## src/rtl/escaped_frame_receiver_crc_check_top_assert.svh

```systemverilog
// Assertion macros included by the receiver queue and back end
`ifndef ESCAPED_FRAME_RECEIVER_CRC_CHECK_TOP_ASSERT_SVH
`define ESCAPED_FRAME_RECEIVER_CRC_CHECK_TOP_ASSERT_SVH

// Same-cycle implication, disabled while reset is asserted
`define EFR_ASSERT_IMP(lbl, clk, rst_n, ante, cons, msg) \
    lbl: assert property (@(posedge clk) disable iff (!(rst_n)) (ante) |-> (cons)) \
        else $error(msg);

// Next-cycle implication, disabled while reset is asserted
`define EFR_ASSERT_NEXT(lbl, clk, rst_n, ante, cons, msg) \
    lbl: assert property (@(posedge clk) disable iff (!(rst_n)) (ante) |=> (cons)) \
        else $error(msg);

`endif

```

## src/rtl/efr_pkg.sv

```systemverilog
package efr_pkg;

    // Field widths
    localparam int BYTE_W   = 8;
    localparam int CRC_W    = 16;
    localparam int STATUS_W = 2;
    localparam int LEN_W    = 9;
    localparam int CFG_IDX_W = 2;
    localparam int CFG_DAT_W = 16;

    // Frame size limit default
    localparam int MAX_FRAME_DEF = 256;

    // Holding line depth (CRC bytes held back)
    localparam int HOLD_DEPTH = 2;

    // Command queue between front and back
    localparam int QDEPTH = 2;
    localparam int QPTR_W = $clog2(QDEPTH);
    localparam int QCNT_W = $clog2(QDEPTH + 1);

    // Register reset values
    localparam logic [BYTE_W-1:0] START_RST  = 8'hFD;
    localparam logic [BYTE_W-1:0] END_RST    = 8'hFE;
    localparam logic [BYTE_W-1:0] ESCAPE_RST = 8'hFF;
    localparam logic [CRC_W-1:0]  SEED_RST   = 16'hFFFF;

    localparam logic [CRC_W-1:0] CRC_POLY = 16'h1021;

    // Result kinds
    localparam logic KIND_PAYLOAD = 1'b0;
    localparam logic KIND_REPORT  = 1'b1;

    typedef enum logic [CFG_IDX_W-1:0] {
        CFG_START  = 2'd0,
        CFG_END    = 2'd1,
        CFG_ESCAPE = 2'd2,
        CFG_SEED   = 2'd3
    } t_cfg_idx;

    typedef enum logic [STATUS_W-1:0] {
        ST_OK    = 2'd0,
        ST_CRC   = 2'd1,
        ST_SHORT = 2'd2,
        ST_OVF   = 2'd3
    } t_status;

    typedef enum logic [1:0] {
        OP_START = 2'd0,
        OP_STORE = 2'd1,
        OP_END   = 2'd2
    } t_op_kind;

    // One command from the front to the back
    typedef struct packed {
        t_op_kind           kind;
        logic [BYTE_W-1:0]  data;
    } t_op;

    // Push side of the queue
    typedef struct packed {
        logic valid;
        t_op  op;
    } t_push;

    // Pop side of the queue
    typedef struct packed {
        logic valid;
        t_op  op;
    } t_head;

    // CRC-16/CCITT, MSB first, one byte
    function automatic logic [CRC_W-1:0] crc_byte(input logic [CRC_W-1:0] crc,
                                                   input logic [BYTE_W-1:0] b);
        logic [CRC_W-1:0] c;
        c = crc ^ {b, 8'h00};
        for (int i = 0; i < 8; i++) begin
            if (c[CRC_W-1]) begin
                c = {c[CRC_W-2:0], 1'b0} ^ CRC_POLY;
            end else begin
                c = {c[CRC_W-2:0], 1'b0};
            end
        end
        return c;
    endfunction

endpackage

```

## src/rtl/efr_if.sv

```systemverilog
// Received byte channel
interface efr_rx_if;
    logic                          valid;
    logic                          ready;
    logic [efr_pkg::BYTE_W-1:0]    rx_byte;

    modport source (output valid, output rx_byte, input ready);
    modport sink   (input valid, input rx_byte, output ready);
endinterface

// Result channel
interface efr_res_if;
    logic                          valid;
    logic                          ready;
    logic                          item_kind;
    logic [efr_pkg::BYTE_W-1:0]    payload_byte;
    logic [efr_pkg::STATUS_W-1:0]  frame_status;
    logic [efr_pkg::LEN_W-1:0]     frame_length;

    modport source (output valid, output item_kind, output payload_byte,
                    output frame_status, output frame_length, input ready);
    modport sink   (input valid, input item_kind, input payload_byte,
                    input frame_status, input frame_length, output ready);
endinterface

// Configuration write channel
interface efr_cfg_if;
    logic                          valid;
    logic                          ready;
    logic [efr_pkg::CFG_IDX_W-1:0] addr;
    logic [efr_pkg::CFG_DAT_W-1:0] data;

    modport source (output valid, output addr, output data, input ready);
    modport sink   (input valid, input addr, input data, output ready);
endinterface

```

## src/rtl/escaped_frame_receiver_crc_check_top.sv

```systemverilog
// A payload byte or frame report passes through the command queue and then the output
// register before it is presented. Throughput: one received byte per cycle while the queue
// is not full; the back end retires one command per cycle while its output slot is free.
// A two-entry command queue lets the input and output sides stall independently.
// Reset: i_rst_n synchronous, active low; clears frame state, queue and output valid,
// loads code registers with FD/FE/FF and the CRC seed with FFFF. No clearing pass.
module escaped_frame_receiver_crc_check_top #(
    parameter int MAX_FRAME = efr_pkg::MAX_FRAME_DEF
) (
    input  logic       i_clk,
    input  logic       i_rst_n,
    efr_rx_if.sink     i_rx,
    efr_cfg_if.sink    i_cfg,
    efr_res_if.source  o_res
);

    logic [efr_pkg::BYTE_W-1:0] r_start_code, r_end_code, r_escape_code;
    logic [efr_pkg::CRC_W-1:0]  r_crc_seed;

    efr_pkg::t_push push;
    efr_pkg::t_head head;
    logic           q_full;
    logic           pop;

    assign i_cfg.ready = 1'b1;

    // Configuration registers
    always_ff @(posedge i_clk) begin
        if (!i_rst_n) begin
            r_start_code  <= efr_pkg::START_RST;
            r_end_code    <= efr_pkg::END_RST;
            r_escape_code <= efr_pkg::ESCAPE_RST;
            r_crc_seed    <= efr_pkg::SEED_RST;
        end else if (i_cfg.valid && i_cfg.ready) begin
            unique case (efr_pkg::t_cfg_idx'(i_cfg.addr))
                efr_pkg::CFG_START:  r_start_code  <= i_cfg.data[efr_pkg::BYTE_W-1:0];
                efr_pkg::CFG_END:    r_end_code    <= i_cfg.data[efr_pkg::BYTE_W-1:0];
                efr_pkg::CFG_ESCAPE: r_escape_code <= i_cfg.data[efr_pkg::BYTE_W-1:0];
                efr_pkg::CFG_SEED:   r_crc_seed    <= i_cfg.data[efr_pkg::CRC_W-1:0];
                default:             r_crc_seed    <= r_crc_seed;
            endcase
        end
    end

    efr_front u_front (
        .i_clk         (i_clk),
        .i_rst_n       (i_rst_n),
        .i_rx          (i_rx),
        .i_start_code  (r_start_code),
        .i_end_code    (r_end_code),
        .i_escape_code (r_escape_code),
        .i_q_full      (q_full),
        .o_push        (push)
    );

    efr_queue u_queue (
        .i_clk   (i_clk),
        .i_rst_n (i_rst_n),
        .i_push  (push),
        .i_pop   (pop),
        .o_full  (q_full),
        .o_head  (head)
    );

    efr_back #(
        .MAX_FRAME (MAX_FRAME)
    ) u_back (
        .i_clk      (i_clk),
        .i_rst_n    (i_rst_n),
        .i_head     (head),
        .i_crc_seed (r_crc_seed),
        .o_pop      (pop),
        .o_res      (o_res)
    );

endmodule

```

## src/rtl/efr_front.sv

```systemverilog
module efr_front (
    input  logic                        i_clk,
    input  logic                        i_rst_n,
    efr_rx_if.sink                      i_rx,
    input  logic [efr_pkg::BYTE_W-1:0]  i_start_code,
    input  logic [efr_pkg::BYTE_W-1:0]  i_end_code,
    input  logic [efr_pkg::BYTE_W-1:0]  i_escape_code,
    input  logic                        i_q_full,
    output efr_pkg::t_push              o_push
);

    logic r_in_frame, n_in_frame;
    logic r_esc, n_esc;
    logic accept;
    logic [efr_pkg::BYTE_W-1:0] c;
    logic is_code;

    assign i_rx.ready = !i_q_full;
    assign accept     = i_rx.valid && i_rx.ready;
    assign c          = i_rx.rx_byte;
    assign is_code    = (c == i_start_code) || (c == i_end_code) || (c == i_escape_code);

    // Destuff and classify the received byte into a command
    always_comb begin
        n_in_frame    = r_in_frame;
        n_esc         = r_esc;
        o_push.valid  = 1'b0;
        o_push.op.kind = efr_pkg::OP_STORE;
        o_push.op.data = c;
        if (accept) begin
            priority if (r_esc) begin
                n_esc        = 1'b0;
                o_push.valid = is_code;
            end else if (c == i_start_code) begin
                n_in_frame     = 1'b1;
                o_push.valid   = 1'b1;
                o_push.op.kind = efr_pkg::OP_START;
            end else if (!r_in_frame) begin
                n_in_frame = 1'b0;
            end else if (c == i_end_code) begin
                n_in_frame     = 1'b0;
                o_push.valid   = 1'b1;
                o_push.op.kind = efr_pkg::OP_END;
            end else if (c == i_escape_code) begin
                n_esc = 1'b1;
            end else begin
                o_push.valid = 1'b1;
            end
        end
    end

    // Hold frame and escape state
    always_ff @(posedge i_clk) begin
        if (!i_rst_n) begin
            r_in_frame <= 1'b0;
            r_esc      <= 1'b0;
        end else begin
            r_in_frame <= n_in_frame;
            r_esc      <= n_esc;
        end
    end

endmodule

```

## src/rtl/efr_queue.sv

```systemverilog
`include "escaped_frame_receiver_crc_check_top_assert.svh"

module efr_queue (
    input  logic            i_clk,
    input  logic            i_rst_n,
    input  efr_pkg::t_push  i_push,
    input  logic            i_pop,
    output logic            o_full,
    output efr_pkg::t_head  o_head
);

    efr_pkg::t_op r_mem [efr_pkg::QDEPTH];
    logic [efr_pkg::QPTR_W-1:0] r_wr_ptr, r_rd_ptr;
    logic [efr_pkg::QCNT_W-1:0] r_cnt, n_cnt;
    logic do_push, do_pop;

    assign o_full      = (r_cnt == efr_pkg::QCNT_W'(efr_pkg::QDEPTH));
    assign o_head.valid = (r_cnt != '0);
    assign o_head.op    = r_mem[r_rd_ptr];
    assign do_push     = i_push.valid && !o_full;
    assign do_pop      = i_pop && o_head.valid;

    always_comb begin
        n_cnt = r_cnt;
        if (do_push && !do_pop) begin
            n_cnt = r_cnt + efr_pkg::QCNT_W'(1);
        end else if (do_pop && !do_push) begin
            n_cnt = r_cnt - efr_pkg::QCNT_W'(1);
        end
    end

    // Advance pointers and count
    always_ff @(posedge i_clk) begin
        if (!i_rst_n) begin
            r_wr_ptr <= '0;
            r_rd_ptr <= '0;
            r_cnt    <= '0;
        end else begin
            r_cnt <= n_cnt;
            if (do_push) begin
                r_wr_ptr <= (r_wr_ptr == efr_pkg::QPTR_W'(efr_pkg::QDEPTH - 1))
                            ? '0 : r_wr_ptr + efr_pkg::QPTR_W'(1);
            end
            if (do_pop) begin
                r_rd_ptr <= (r_rd_ptr == efr_pkg::QPTR_W'(efr_pkg::QDEPTH - 1))
                            ? '0 : r_rd_ptr + efr_pkg::QPTR_W'(1);
            end
        end
    end

    // Store commands
    always_ff @(posedge i_clk) begin
        if (do_push) begin
            r_mem[r_wr_ptr] <= i_push.op;
        end
    end

endmodule

```

## src/rtl/efr_back.sv

```systemverilog
`include "escaped_frame_receiver_crc_check_top_assert.svh"

module efr_back #(
    parameter int MAX_FRAME = efr_pkg::MAX_FRAME_DEF
) (
    input  logic                        i_clk,
    input  logic                        i_rst_n,
    input  efr_pkg::t_head              i_head,
    input  logic [efr_pkg::CRC_W-1:0]   i_crc_seed,
    output logic                        o_pop,
    efr_res_if.source                   o_res
);

    localparam int CNT_W = $clog2(MAX_FRAME + 1);
    localparam logic [CNT_W-1:0] MAXC = CNT_W'(MAX_FRAME);

    logic [efr_pkg::BYTE_W-1:0] r_held [efr_pkg::HOLD_DEPTH];
    logic [1:0]                 r_held_cnt;
    logic [efr_pkg::CRC_W-1:0]  r_crc;
    logic [CNT_W-1:0]           r_count;
    logic                       r_ovf;

    logic                          r_out_valid;
    logic                          r_kind;
    logic [efr_pkg::BYTE_W-1:0]    r_byte;
    efr_pkg::t_status              r_status;
    logic [efr_pkg::LEN_W-1:0]     r_len;

    logic slot_free;
    logic full_line;
    logic emit;
    efr_pkg::t_status end_status;

    assign slot_free = !r_out_valid || o_res.ready;
    assign o_pop     = i_head.valid && slot_free;
    assign full_line = (r_held_cnt == 2'(efr_pkg::HOLD_DEPTH));

    // Popped command that presents a result
    assign emit = o_pop && ((i_head.op.kind == efr_pkg::OP_END) ||
                            (i_head.op.kind == efr_pkg::OP_STORE && full_line &&
                             r_count < MAXC));

    // Frame status at the end code
    always_comb begin
        priority if (r_ovf) begin
            end_status = efr_pkg::ST_OVF;
        end else if (!full_line) begin
            end_status = efr_pkg::ST_SHORT;
        end else if ({r_held[0], r_held[1]} == r_crc) begin
            end_status = efr_pkg::ST_OK;
        end else begin
            end_status = efr_pkg::ST_CRC;
        end
    end

    // Carry out one command per cycle while the output slot is free
    always_ff @(posedge i_clk) begin
        if (!i_rst_n) begin
            r_held_cnt  <= '0;
            r_crc       <= efr_pkg::SEED_RST;
            r_count     <= '0;
            r_ovf       <= 1'b0;
            r_out_valid <= 1'b0;
        end else begin
            if (emit) begin
                r_out_valid <= 1'b1;
            end else if (o_res.ready) begin
                r_out_valid <= 1'b0;
            end
            if (o_pop) begin
                unique case (i_head.op.kind)
                    efr_pkg::OP_START: begin
                        r_held_cnt <= '0;
                        r_count    <= '0;
                        r_ovf      <= 1'b0;
                        r_crc      <= i_crc_seed;
                    end
                    efr_pkg::OP_STORE: begin
                        if (!full_line) begin
                            r_held_cnt <= r_held_cnt + 2'd1;
                        end else if (r_count < MAXC) begin
                            r_crc   <= efr_pkg::crc_byte(r_crc, r_held[0]);
                            r_count <= r_count + CNT_W'(1);
                        end else begin
                            r_ovf <= 1'b1;
                        end
                    end
                    efr_pkg::OP_END: begin
                        r_held_cnt <= '0;
                        r_count    <= '0;
                        r_ovf      <= 1'b0;
                        r_crc      <= i_crc_seed;
                    end
                    default: begin
                        r_ovf <= r_ovf;
                    end
                endcase
            end
        end
    end

    // Holding line and result payload
    always_ff @(posedge i_clk) begin
        if (o_pop && i_head.op.kind == efr_pkg::OP_STORE) begin
            if (!full_line) begin
                r_held[r_held_cnt[0]] <= i_head.op.data;
            end else begin
                r_held[0] <= r_held[1];
                r_held[1] <= i_head.op.data;
            end
        end
        if (o_pop) begin
            if (i_head.op.kind == efr_pkg::OP_END) begin
                r_kind   <= efr_pkg::KIND_REPORT;
                r_byte   <= '0;
                r_status <= end_status;
                r_len    <= efr_pkg::LEN_W'(r_count);
            end else begin
                r_kind   <= efr_pkg::KIND_PAYLOAD;
                r_byte   <= r_held[0];
                r_status <= efr_pkg::ST_OK;
                r_len    <= '0;
            end
        end
    end

    assign o_res.valid        = r_out_valid;
    assign o_res.item_kind    = r_kind;
    assign o_res.payload_byte = r_byte;
    assign o_res.frame_status = r_status;
    assign o_res.frame_length = r_len;

    `EFR_ASSERT_IMP(a_held_bound, i_clk, i_rst_n, 1'b1, r_held_cnt <= 2'(efr_pkg::HOLD_DEPTH), "holding line count out of range")
    `EFR_ASSERT_IMP(a_ovf_at_max, i_clk, i_rst_n, r_ovf, r_count == MAXC, "overflow flagged below frame limit")
    `EFR_ASSERT_NEXT(a_release, i_clk, i_rst_n, o_pop && i_head.op.kind == efr_pkg::OP_STORE && full_line && r_count < MAXC, r_out_valid && r_kind == efr_pkg::KIND_PAYLOAD, "released byte not presented")

endmodule
```

## src/flat_wrapper.sv

```systemverilog
// flat-port wrapper written by rule: the top's interface ports become plain ports
module escaped_frame_receiver_crc_check_top_flat 
#(
    parameter int MAX_FRAME = efr_pkg::MAX_FRAME_DEF
)
  (i_clk, i_rst_n, i_rx_valid, i_rx_rx_byte, i_rx_ready, i_cfg_valid, i_cfg_addr, i_cfg_data, i_cfg_ready, o_res_valid, o_res_item_kind, o_res_payload_byte, o_res_frame_status, o_res_frame_length, o_res_ready);
  efr_rx_if i_rx_i ();
  efr_cfg_if i_cfg_i ();
  efr_res_if o_res_i ();
  input  logic i_clk;
  input  logic i_rst_n;
  input wire logic [$bits(i_rx_i.valid)-1:0] i_rx_valid;
  input wire logic [$bits(i_rx_i.rx_byte)-1:0] i_rx_rx_byte;
  output wire logic [$bits(i_rx_i.ready)-1:0] i_rx_ready;
  input wire logic [$bits(i_cfg_i.valid)-1:0] i_cfg_valid;
  input wire logic [$bits(i_cfg_i.addr)-1:0] i_cfg_addr;
  input wire logic [$bits(i_cfg_i.data)-1:0] i_cfg_data;
  output wire logic [$bits(i_cfg_i.ready)-1:0] i_cfg_ready;
  output wire logic [$bits(o_res_i.valid)-1:0] o_res_valid;
  output wire logic [$bits(o_res_i.item_kind)-1:0] o_res_item_kind;
  output wire logic [$bits(o_res_i.payload_byte)-1:0] o_res_payload_byte;
  output wire logic [$bits(o_res_i.frame_status)-1:0] o_res_frame_status;
  output wire logic [$bits(o_res_i.frame_length)-1:0] o_res_frame_length;
  input wire logic [$bits(o_res_i.ready)-1:0] o_res_ready;
  assign i_rx_i.valid = i_rx_valid;
  assign i_rx_i.rx_byte = i_rx_rx_byte;
  assign i_rx_ready = i_rx_i.ready;
  assign i_cfg_i.valid = i_cfg_valid;
  assign i_cfg_i.addr = i_cfg_addr;
  assign i_cfg_i.data = i_cfg_data;
  assign i_cfg_ready = i_cfg_i.ready;
  assign o_res_valid = o_res_i.valid;
  assign o_res_item_kind = o_res_i.item_kind;
  assign o_res_payload_byte = o_res_i.payload_byte;
  assign o_res_frame_status = o_res_i.frame_status;
  assign o_res_frame_length = o_res_i.frame_length;
  assign o_res_i.ready = o_res_ready;
  escaped_frame_receiver_crc_check_top #(.MAX_FRAME(MAX_FRAME)) u_core (.i_clk(i_clk), .i_rst_n(i_rst_n), .i_rx(i_rx_i), .i_cfg(i_cfg_i), .o_res(o_res_i));
endmodule
```

## config.mk

```make
export PLATFORM = sky130hd
export DESIGN_NAME = escaped_frame_receiver_crc_check_top_flat
export DESIGN_NICKNAME = d
export VERILOG_FILES = /design/src/rtl/efr_pkg.sv /design/src/rtl/efr_if.sv /design/src/rtl/escaped_frame_receiver_crc_check_top.sv /design/src/rtl/efr_front.sv /design/src/rtl/efr_queue.sv /design/src/rtl/efr_back.sv /design/src/flat_wrapper.sv
export VERILOG_INCLUDE_DIRS = /design/src /design/src/rtl
export SDC_FILE = /design/constraint.sdc
export NUM_CORES = 1
export LEC_CHECK = 0
export BUFFER_PORTS_ARGS = -buffer_cell sky130_fd_sc_hd__clkbuf_2
export CORE_ASPECT_RATIO = 0.5
export CORE_UTILIZATION = 50
export CTS_BUF_LIST = sky130_fd_sc_hd__clkbuf_2 sky130_fd_sc_hd__clkbuf_4 sky130_fd_sc_hd__clkbuf_8
export DETAILED_ROUTE_END_ITERATION = 6
export PLACE_DENSITY = 0.69
export SETUP_SLACK_MARGIN = 0.3
export SYNTH_ARGS = -nofsm -noshare
export SYNTH_HDL_FRONTEND = slang
export SYNTH_SLANG_ARGS = --single-unit
```

## constraint.sdc

```tcl
create_clock -name i_clk -period 6.69 [get_ports i_clk]
set_clock_uncertainty 0.05 [all_clocks]
set_input_delay 1.338 -clock i_clk [delete_from_list [all_inputs] [get_ports i_clk]]
set_output_delay 1.338 -clock i_clk [all_outputs]
set_load 0.01 [all_outputs]
```

==> summary.md, run 1 <==
| Metric | Value |
|---|---|
| DIE AREA | 12,200 sq um |
| Sw Pwr | roughly 750 uW |
| Clk Latency, worst-skew pair | ~440 ps |
| Internal | 1.64 mW |
| Worst-path maximum fanout | 6 |
| First-pass GRT wire length | 19,500 um |
| Least-Margin Pin Slew | 873 ps |
| Reg power frac | approximately 45% |
| Required @ worst endpoint | 6790 ps |
| Max stage delay cell, worst path | nor3_1 |
| Async S/R FF share, synth | 0% |
| Final core utilization | 59.6% |
| Pwr dens | 359 nW/um^2 |
| VDD IR max | 0.148 mV |
| Fraction of layout cells with a size suffix above 1 | 20.6% |
| Syn nets | between 500 and 600 |
| Placed cells | 752 |
| Min Tclk post-route | 3130 ps |
| Pre-CTS WS | 3070 ps |
| Diodes inserted | 0 |
| Sw frac | 31.4% |
| # port buffers | 52 |
| Post-CTS resize count | 0 |
| Dpl cell area | 6230 sq um |
| Antenna-violating nets left | 0 |
| Post-Syn Area | 5840 sq um |
| Clock sink count | 132 |
| Post-DP HPWL | around 8500 um |
| Iteration-0 DRC count of the detailed router | 187 |
| Syn_area_per_cell | 10.4 sq um |
| Clock power frac | a little under a third |
| Final hold violation count | 0 |
| CTS tree | done |
| Status | completed |
| Vias in the first global route | 3,736 |
| Critical path class | in2reg |
| Post-CTS Setup Inserts | 0 |
| Largest stage delay, worst path | 540 ps |
| Worst min-delay path category | reg2reg |
| CP cell instances | clkbuf_2 > xnor2_1 > nand4_1 > or2_1 > a41o_1 > nor3_1 > buf_4 |
| Sequential fraction of the synthesis area | between 50% and 60% |
| Predominant post-synthesis flop cell | dfxtp_1 |
| Worst setup SP type | input pin |
| Gr usage total | 21.5% |
| Site row count | 27 |
| Combinational share of power | between 20% and 30% |
| Synth area leader | edfxtp_1 |
| Max-slew violations | 0 |
| Area share of the largest cell type after synthesis | between 20 and 30% |
| Number of synthesized flops with an enable pin | 56 |
| Initial antenna violation count | 0 |
| Area of the multi-input gates | 2500 sq um |
| Largest net degree at the start of global routing | 57 |
| Hold buffers post-CTS | 0 |
| Max-slew headroom | approximately two fifths |
| I/O pin cnt | 54 |
| Htree depth | 4 |
| Seq cells post-synth | 132 |
| Lkg Pwr | 2.67 nW |
| Final setup vio count | 0 |
| Die Wd | 155 um |
| Yosys cell types | 51 |
| Crit path max-delay family | simple AND/OR/NAND/NOR gates |
| Wire per inst | ~15 um |
| DRC Markers | 0 |
| Fmax achieved | 0.319 GHz |
| Fin nets | about 650 |
| Critical path arrival | 3230 ps |
| Final worst slack | 3560 ps |
| Area growth, synth to finish | 14.1% |
| Drt total wl | 12,100 um |
| Post-Layout Inst Area | roughly 6700 sq um |
| Initial Util | between 50% and 60% |
| FILL cells | 950 |
| Worst path bufs/invs | 2 |
| Max_cap viols | 0 |
| Clock-pin slew on the worst setup and hold paths | ~80 ps |
| Post-Synthesis Cells | 561 |
| Clk Tree Root Cell | clkbuf_8 |
| Synth top area cells | edfxtp_1 (29%), dfxtp_1 (26%), nand2_1 (7.2%) |
| DR pass1 iterations | 5 |
| Period utilization | approximately 47% |
| Die Height | 78.5 um |
| Clk buf depth | 2 |
| Seq. cell area | 3200 sq um |
| CTS Buf Count | 17 |
| Post-Route Setup TNS | 0 ps |
| RSZ-0062 raised after global routing | false |
| Crit end category | register |
| Filler-free cell count of the finished design | 784 |
| Final Wtd Congestion | approximately 0.88 |
| Synthesis Warnings | 0 |
| Drt via density | 5.17 |
| Core ar. | 11,200 sq um |
| Via Count | just over 4,000 |
| Grt ovf | 0 |
worst paths after layout:
| path | start | to | cells after the start | slack (ps) |
|---|---|---|---|---|
| worst max-delay path | i_rx_rx_byte[2] | u_core.u_queue.r_mem[0][1] | 7 | 3560 |
| worst min-delay path | u_core.r_crc_seed[15] | u_core.r_crc_seed[15] | 2 | 420 |
| worst max register to register | register | u_core.u_back.r_crc[14] | 5 | 4230 |
| worst min register to register | u_core.r_crc_seed[15] | u_core.r_crc_seed[15] | 2 | 420 |
flip-flops by register name, indices dropped and copies added (netlist names), 8 cells and up, named ones only:
name / count
u_core.r_start_code: 8
u_core.u_back.r_held: 16
u_core.u_back.o_res.frame_length: 9
u_core.u_back.o_res.payload_byte: 8
u_core.u_back.r_count: 9
u_core.r_escape_code: 8
u_core.u_queue.r_mem: 20
u_core.r_end_code: 8
u_core.r_crc_seed: 16
u_core.u_back.r_crc: 16
cell usage after synthesis (3+ instances only):
cell      number
xnor2_1       28
buf_2          6
or2_2          3
inv_1          5
clkbuf_1      16
ha_1           3
xnor2_2        3
nand2_1      112
a21oi_1       19
nor3_1         7
edfxtp_1      56
and3_1        11
nor4_1         6
mux2_2         8
o211ai_1       7
buf_4          3
a211oi_1       5
nor2b_1        9
xor2_1        31
nand3_1       43
nand4_1        6
mux2i_1        4
o21ai_0       12
mux2_4        10
nor2_1        37
dfxtp_1       76
metal layers:
metal  vias up  global-route usage, %  part of all wire [%]
met4         0                   7.13                  0.64
met3        11                   5.14                   4.7
met5         -                      0                     0
met2       103                   32.6                    44
met1      1902                   30.2                    51
li1       2038                      -                     -
cells by family (layout without fill, tap and decap cells):
group                    Yosys count  count (layout)  share of synthesized area (%)
AND/OR/NAND/NOR                  250             250                           20.3
multiplexers                      23              23                           5.03
AO/OA/AOI/OAI                     57              57                           6.51
other                              1               1                         0.0642
XOR/XNOR                          64              64                           10.2
buffers and inverters             31              95                           2.40
flip-flops                       132             132                           54.8
adder cells (fa/ha/maj)            3               3                          0.642
per-stage QoR:
| step | power [mW] | hold slack (ps) |
|---|---|---|
| 2_1_floorplan | 1.50 | 385 |
| 3_3_place_gp | 1.65 | 405 |
| 3_5_place_dp | 1.66 | 407 |
| 4_1_cts | 2.41 | 426 |
| 5_1_grt | 2.52 | 447 |
| 6_report | 2.40 | 425 |
placed cells by master (no fill, tap or decap), drive strengths merged, types with 9 or more instances in the layout:
| cell | instances |
|---|---|
| o21ai | 14 |
| nor2 | 38 |
| mux2 | 18 |
| dfxtp | 76 |
| a21oi | 19 |
| nand3 | 43 |
| xnor2 | 31 |
| edfxtp | 56 |
| inv | 12 |
| nor2b | 9 |
| and3 | 11 |
| xor2 | 33 |
| nand2 | 113 |
| nor3 | 9 |
| clkbuf | 70 |
worst register-to-register path: stages (launching register included):
cell     delay (ps)
dfxtp_1         740
mux2_4          390
nor3_4           70
o21ai_4         680
a21oi_1         120
a211o_1         300
cell type report:
class,instances,area share (%)
Timing Repair Buffer,57,4.47
Tap cell,159,2.98
Clock buffer,18,3.62
Clock inverter,14,2.98
Inverter,6,0.413
Multi-Input combinational cell,398,37.5
Sequential cell,132,48.0
power groups by stage:
stage	registers (mW)	clock network, mW	logic, mW
after floorplan	1.10	0	0.405
after global placement	1.09	0	0.565
after detailed placement	1.09	0	0.574
after CTS	1.07	0.757	0.580
after global routing	1.08	0.796	0.637
final	1.07	0.750	0.575
(Power assumes the default switching activity.)
==> inputs of run 2 (changes only) <==
- clock period: 6.69 -> 2.9 ns (I/O delays scaled with it)
==> run 2 against run 1 <==
Against the previous run:
- sequential power grew 130%
- via count grew 0.44%
- non-clock buffer count grew 5
- sequential share of layout area is essentially flat
- count of clock-buffer cells in the layout is the same
- setup slack lost 3000 ps
- die area is the same
- utilization shrank 0.056 points
- critical path depth grew 1
- routed wire length grew 1.1%
- critical endpoint is now u_core.u_queue.r_cnt[1]
==> summary.md, run 2 (synthesis gave the netlist of run 1 again) <==
| Metric | Value |
|---|---|
| Status | completed |
| Most common cell after layout, fill and taps aside | nand2_1 |
| Drt total wl | 12,300 um (+1.1%) |
| Diodes inserted | 0 (unchanged) |
| Crit end category | register |
| Sw frac | 32.4% (+1.0 points) |
| Die Wd | 155 um (unchanged) |
| Drt via density | 5.16 (-0.19%) |
| Overall power | 5.36 mW (+120%) |
| Final hold violation count | 0 (unchanged) |
| Clock power frac | 28.9% (-2.4 points) |
| Site row count | 27 (unchanged) |
| DR pass1 iterations | 4 (-1) |
| VDD IR max | 0.323 mV (+120%) |
| Die Height | 78.5 um (unchanged) |
| Most frequent cells in the layout | nand2_1 (112), dfxtp_1 (76), edfxtp_1 (56), clkbuf_2 (52), nand3_1 (43) |
| Core ar. | 11,200 sq um (unchanged) |
| I/O pin cnt | 54 (unchanged) |
| Required @ worst endpoint | 3220 ps (-3570 ps) |
| CTS tree | done |
| Clk Latency, worst-skew pair | 440 ps (about the same) |
| Period utilization | 82.5% |
| Pwr dens | 804 nW/um^2 (+120%) |
| Area growth, synth to finish | 14.0% (about the same) |
| DRC Markers | 0 (unchanged) |
| Biggest register | u_core.u_queue.r_mem |
| Fraction of layout cells with a size suffix above 1 | 21.3% (+0.63 points) |
| First-pass GRT wire length | 19,700 um (+0.99%) |
| Seq. cell area | 3200 sq um (unchanged) |
| Vias in the first global route | 3,865 (+3.5%) |
| Lkg Pwr | 2.67 nW (-0.11%) |
| Placed cells | 757 (+0.66%) |
| Initial Util | 52.3% (unchanged) |
| DIE AREA | 12,200 sq um (unchanged) |
| Grt ovf | 0 (unchanged) |
| Post-CTS Setup Inserts | 0 (unchanged) |
| Clk buf depth | 2 (unchanged) |
| Internal | 3.62 mW (+120%) |
| Worst setup SP type | register |
| Post-CTS resize count | 0 (unchanged) |
| Combinational share of power | 25.3% (+1.3 points) |
| Htree depth | 4 (unchanged) |
| Filler-free cell count of the finished design | 789 (+0.64%) |
| Wire per inst | 15.5 um (+0.45%) |
| Max-slew violations | 0 (unchanged) |
| Post-DP HPWL | 8600 um (+1.3%) |
| Final setup vio count | 0 (unchanged) |
| Via Count | 4,072 (+0.44%) |
| CTS Buf Count | 17 (unchanged) |
| # port buffers | 52 (unchanged) |
| Clock-pin slew on the worst setup and hold paths | 80 ps (about the same) |
| Reg power frac | 45.7% (+1.0 points) |
| RSZ-0062 raised after global routing | false |
| FILL cells | 925 (-2.6%) |
| Post-Route Setup TNS | 0 ps (unchanged) |
| Largest net degree at the start of global routing | 56 (-1.8%) |
| Critical path class | reg2reg |
| Initial antenna violation count | 0 (unchanged) |
| Fin nets | 651 (+0.77%) |
| Final Wtd Congestion | 0.927 (+5.0%) |
| Critical path arrival | 2710 ps (-520 ps) |
| Max_cap viols | 0 (unchanged) |
| Worst-path maximum fanout | 5 (-1) |
| Area of the multi-input gates | 2500 sq um (unchanged) |
| Min Tclk post-route | 2390 ps |
| Gr usage total | 21.6% (+0.12 points) |
| Max FFs per register | 20 (unchanged) |
| Worst min-delay path category | in2reg |
| Fmax achieved | 0.418 GHz |
| Max-slew headroom | 41.7% (+0.15 points) |
| Antenna-violating nets left | 0 (unchanged) |
| Least-Margin Pin Slew | 871 ps (-2.23 ps) |
| Sw Pwr | 1.74 mW (+130%) |
| Iteration-0 DRC count of the detailed router | 266 (+42%) |
| Hold buffers post-CTS | 0 (unchanged) |
| Clock sink count | 132 (unchanged) |
| Clk Tree Root Cell | clkbuf_8 |
## run 2: worst max-delay path, cell delays in order, from the launching register on
cell	delay [ps]
dfxtp_1	340
xor2_1	170
nor4_1	430
and2_1	290
a211oi_2	80
nor2_2	170
ha_1	280
or3_1	380
a21oi_1	130
## run 2: per-stage QoR
| step | hold slack [ps] | cell area, sq um | utilization [%] | worst slack (ps) |
|---|---|---|---|---|
| floorplan | 385 | 5840 | - | 357 |
| global placement | 406 | 6270 | 56.0 | 219 |
| detailed placement | 408 | 6270 | 56.0 | 148 |
| CTS | 282 | 6660 | 59.6 | 506 |
| global route | 298 | 6660 | 59.6 | 373 |
| finish | 294 | 6660 | 59.6 | 508 |
## run 2: power groups by stage
stage / Sequential (mW) / Clock [mW] / Combinational [mW]
finish: 2.45 / 1.55 / 1.36
global route: 2.48 / 1.67 / 1.49
CTS: 2.45 / 1.57 / 1.36
detailed placement: 2.49 / 0 / 1.35
global placement: 2.49 / 0 / 1.33
floorplan: 2.53 / 0 / 0.935
## run 2: cell type report
| cell class | count | share of cell area (%) |
|---|---|---|
| Tap cell | 159 | 2.99 |
| Sequential cell | 132 | 48.1 |
| Clock buffer | 18 | 3.62 |
| Multi-Input combinational cell | 398 | 37.5 |
| Clock inverter | 14 | 2.33 |
| Timing Repair Buffer | 62 | 5.03 |
| Inverter | 6 | 0.413 |
## run 2: worst paths after layout
kind	cells past startpoint	slack (ps)	startpoint	end
hold reg to reg	2	420	u_core.r_crc_seed[1]	u_core.r_crc_seed[1]
setup / recovery	8	510	u_core.r_start_code[4]	u_core.u_queue.r_cnt[1]
setup reg to reg	8	510	u_core.r_start_code[4]	u_core.u_queue.r_cnt[1]
hold / removal	3	290	i_cfg_data[15]	u_core.r_crc_seed[15]
## run 2: metal layers
| layer | wire, um | global-route usage [%] | share of wire (%) | up-vias |
|---|---|---|---|---|
| met5 | 0 | 0 | 0 | - |
| met4 | 158 | 9.21 | 1.3 | 0 |
| met3 | 544 | 4.80 | 4.4 | 14 |
| met2 | 5290 | 32.8 | 43 | 88 |
| met1 | 6260 | 29.9 | 51 | 1921 |
| li1 | - | - | - | 2049 |
==> inputs of run 3 (changes only) <==
- ABC_AREA: not set -> 1
- PLACE_DENSITY: 0.69 -> 0.72
- clock period: 2.9 -> 1.9 ns (I/O delays scaled with it)
==> run 3 against run 2 <==
Against the previous run:
- the flow now finishes with violations (negative setup slack)
- via count increased by 33%
- sequential share of layout area decreased by 10 points
- setup slack got worse by 620 ps
- clock power increased by 70%
- largest cell class unchanged
==> summary.md, run 3 <==
| Metric | Value |
|---|---|
| Htree depth | 4 (unchanged) |
| Gr usage total | 25.6% (+4.0 points) |
| Post-Layout Inst Area | 8480 sq um (+27%) |
| Synthesis Warnings | 0 (unchanged) |
| Post-Synthesis Cells | 707 (+26%) |
| Post-DP HPWL | 9710 um (+13%) |
| Post-synth top cells | nand2_1 (196), inv_1 (86), dfxtp_1 (76) |
| Sw Pwr | 3.95 mW (+130%) |
| Most common cell after layout, fill and taps aside | nand2_1 |
| Clock sink count | 132 (unchanged) |
| Syn nets | 741 (+25%) |
| Combinational share of power | 40.0% (+15 points) |
| Drt total wl | 17,300 um (+41%) |
| Final hold violation count | 0 (unchanged) |
| Min Tclk post-route | 2020 ps (-376 ps) |
| Post-Route Setup TNS | -1210 ps (-1210 ps) |
| Core ar. | 11,300 sq um (+0.91%) |
| Synth area leader | edfxtp_1 |
| R2R Path End | u_core.u_queue.r_mem[0][5] |
| Internal | 7.03 mW (+94%) |
| Max-slew violations | 0 (unchanged) |
| RSZ-0062 raised after global routing | true |
| Reg power frac | 35.9% (-9.8 points) |
| Final Wtd Congestion | 0.841 (-9.3%) |
| Fmax achieved | 0.496 GHz (+19%) |
| Crit end category | register |
| Diodes inserted | 0 (unchanged) |
| Grt ovf | 0 (unchanged) |
| Die Height | 79.2 um (+0.98%) |
| # port buffers | 52 (unchanged) |
| Sequential fraction of the synthesis area | 53.7% (-1.1 points) |
| Number of synthesized flops with an enable pin | 56 (unchanged) |
| Clock power frac | 24.0% (-4.9 points) |
| Worst setup SP type | register |
| Yosys cell types | 38 (-25%) |
| Post-Syn Area | 5960 sq um (+2.0%) |
| CP startpoint | u_core.r_start_code[0] |
| Drt via density | 5.29 (+2.5%) |
| Count leader, synth | nand2_1 |
| Fin nets | 887 (+36%) |
| Iteration-0 DRC count of the detailed router | 373 (+40%) |
| Area share of the largest cell type after synthesis | 28.2% (-0.57 points) |
| Dpl cell area | 6760 sq um (+7.9%) |
| Period utilization | 106% (+24 points) |
| VDD IR max | 0.601 mV (+86%) |
| Async S/R FF share, synth | 0% (unchanged) |
| Area growth, synth to finish | 42.2% |
| Final worst slack | -116 ps (-624 ps) |
| Largest net degree at the start of global routing | 42 (-25%) |
| Vias in the first global route | 4,910 (+27%) |
| Lkg Pwr | 3.76 nW (+41%) |
| Clock-pin slew on the worst setup and hold paths | 80 ps (about the same) |
| Worst reg2reg setup slack | -120 ps (-620 ps) |
| Initial antenna violation count | 0 (unchanged) |
| Predominant post-synthesis flop cell | dfxtp_1 |
| Max_cap viols | 0 (unchanged) |
| Synth top area cells | edfxtp_1 (28%), dfxtp_1 (26%), nand2_1 (12%) |
| Failing checks | negative setup slack |
| First-pass GRT wire length | 24,000 um (+22%) |
| Sw frac | 36.0% (+3.5 points) |
| DR pass1 iterations | 5 (+1) |
| Cells on worst reg2reg path | 14 (+6) |
| Clk Latency, worst-skew pair | 450 ps (about the same) |
| Required @ worst endpoint | 2010 ps (-1210 ps) |
| Critical path class | reg2reg |
| Biggest register | u_core.u_queue.r_mem |
| CTS Buf Count | 17 (unchanged) |
| Wire per inst | 16.9 um (+8.7%) |
| Worst Setup EP | u_core.u_queue.r_mem[0][5] |
| Die Wd | 156 um (+1.0%) |
| Least-Margin Pin Slew | 564 ps (-307 ps) |
| Pwr dens | 1300 nW/um^2 (+61%) |
| DRC Markers | 0 (unchanged) |
| Reg-to-Reg Start | u_core.r_start_code[0] |
| Via Count | 5,422 (+33%) |
| Max-slew headroom | 62.2% (+20 points) |
| Worst-path maximum fanout | 5 (unchanged) |
| Most frequent cells in the layout | nand2_1 (167), inv_1 (66), dfxtp_1 (59), edfxtp_1 (56), buf_4 (53) |
| Critical path arrival | 2120 ps (-590 ps) |
| Hold buffers post-CTS | 0 (unchanged) |
| Final setup vio count | 12 (+12) |
| Initial Util | 52.8% (+0.58 points) |
| I/O pin cnt | 54 (unchanged) |
| Seq cells post-synth | 132 (unchanged) |
| CTS tree | done |
| Syn_area_per_cell | 8.43 sq um (-19%) |
| DIE AREA | 12,400 sq um (+2.0%) |
| Clk Tree Root Cell | clkbuf_8 |
| Hold_ws | 100 ps (-194 ps) |
| Antenna-violating nets left | 0 (unchanged) |
| Fraction of layout cells with a size suffix above 1 | 40.8% (+19 points) |
| Worst min-delay path category | in2reg |
| Status | complete, but fails checks |
| Site row count | 27 (unchanged) |
| Clk buf depth | 2 (unchanged) |
| Max FFs per register | 20 (unchanged) |
-- run 3: cell types whose count changed after synthesis, moves of 6 or more --
cell	previous run	this run
nand2_1	112	196
inv_1	5	86
o21ai_0	12	39
a21oi_1	19	45
xor2_1	31	7
nand3_1	43	30
nor2_1	37	50
and3_1	11	0
mux2_4	10	0
nor2b_1	9	0
a31oi_1	0	8
mux2_2	8	0
o211ai_1	7	14
nor4_1	6	0
-- run 3: worst min path at each step --
stage	startpoint	endpoint	cells after the start
2_1_floorplan	u_core.r_crc_seed[4]	u_core.r_crc_seed[4]	2
3_3_place_gp	u_core.r_crc_seed[4]	u_core.r_crc_seed[4]	2
5_1_grt	i_cfg_data[15]	u_core.r_crc_seed[15]	3
6_report	i_cfg_data[10]	u_core.r_crc_seed[10]	3
4_1_cts	i_cfg_data[13]	u_core.r_crc_seed[13]	3
3_5_place_dp	u_core.u_queue.r_rd_ptr	u_core.u_queue.r_rd_ptr	1
-- run 3: power groups by stage --
| stage | registers, mW | logic [mW] | clock network [mW] |
|---|---|---|---|
| floorplan | 3.91 | 1.72 | 0 |
| CTS | 3.85 | 3.48 | 2.61 |
| global route | 3.99 | 4.67 | 2.77 |
| global placement | 3.86 | 2.59 | 0 |
| detailed placement | 3.87 | 2.65 | 0 |
| finish | 3.95 | 4.40 | 2.64 |
-- run 3: area by class of cell --
type / instances / area, sq um
multi-input cells: 461 / 2990
repair inverters: 2 / 16.3
repair buffers: 147 / 1220
inverters: 92 / 394
well taps: 159 / 199
fillers: 769 / 2800
clock inverters: 14 / 184
clock buffers: 18 / 248
flip-flops and latches: 132 / 3230
-- run 3: stage by stage --
stage                     power, mW  utilization [%]  worst slack (ps)  cells
after floorplan                5.62                -              62.4    707
after global placement         6.45             59.9              -239    941
after detailed placement       6.52             59.9              -288    941
after CTS                      9.94             69.6              45.2   1007
after global routing           11.4             75.2              -229   1025
final                          11.0             75.2              -116   1025
-- run 3: per-layer routing --
layer / vias up / share of wire, % / GRT usage [%]
met1: 2566 / 43 / 32.4
met2: 206 / 49 / 44.0
met3: 49 / 5.3 / 4.26
li1: 2601 / - / -
met5: - / 0 / 0
met4: 0 / 3.1 / 10.7
-- run 3: cells by family after synthesis --
family          synth area share (%)
simple gates                    20.9
fa+ha+maj                      0.630
xor+xnor                        5.29
other cells                   0.0629
buf+inv                         7.74
compound gates                  11.5
mux                            0.168
flops                           53.7
-- run 3: what timing repair did --
item | CTS | global route
pin swaps | 32 | 39
setup endpoints to repair | 96 | 86
resized for setup | 119 | 132
gates cloned | 6 | 0
setup buffers | 28 | 18
-- run 3: critical path, stage by stage, from the launching register on --
cell and delay, ps:
dfxtp_1 330, inv_1 80, nand2_1 60, nand2_1 70
nand2_1 50, nor2_1 160, nand2_1 110, nand2_1 70
nor2_1 50, nor2_2 130, nand2_2 90, buf_4 140
buf_6 110, nor2_4 120, buf_6 130
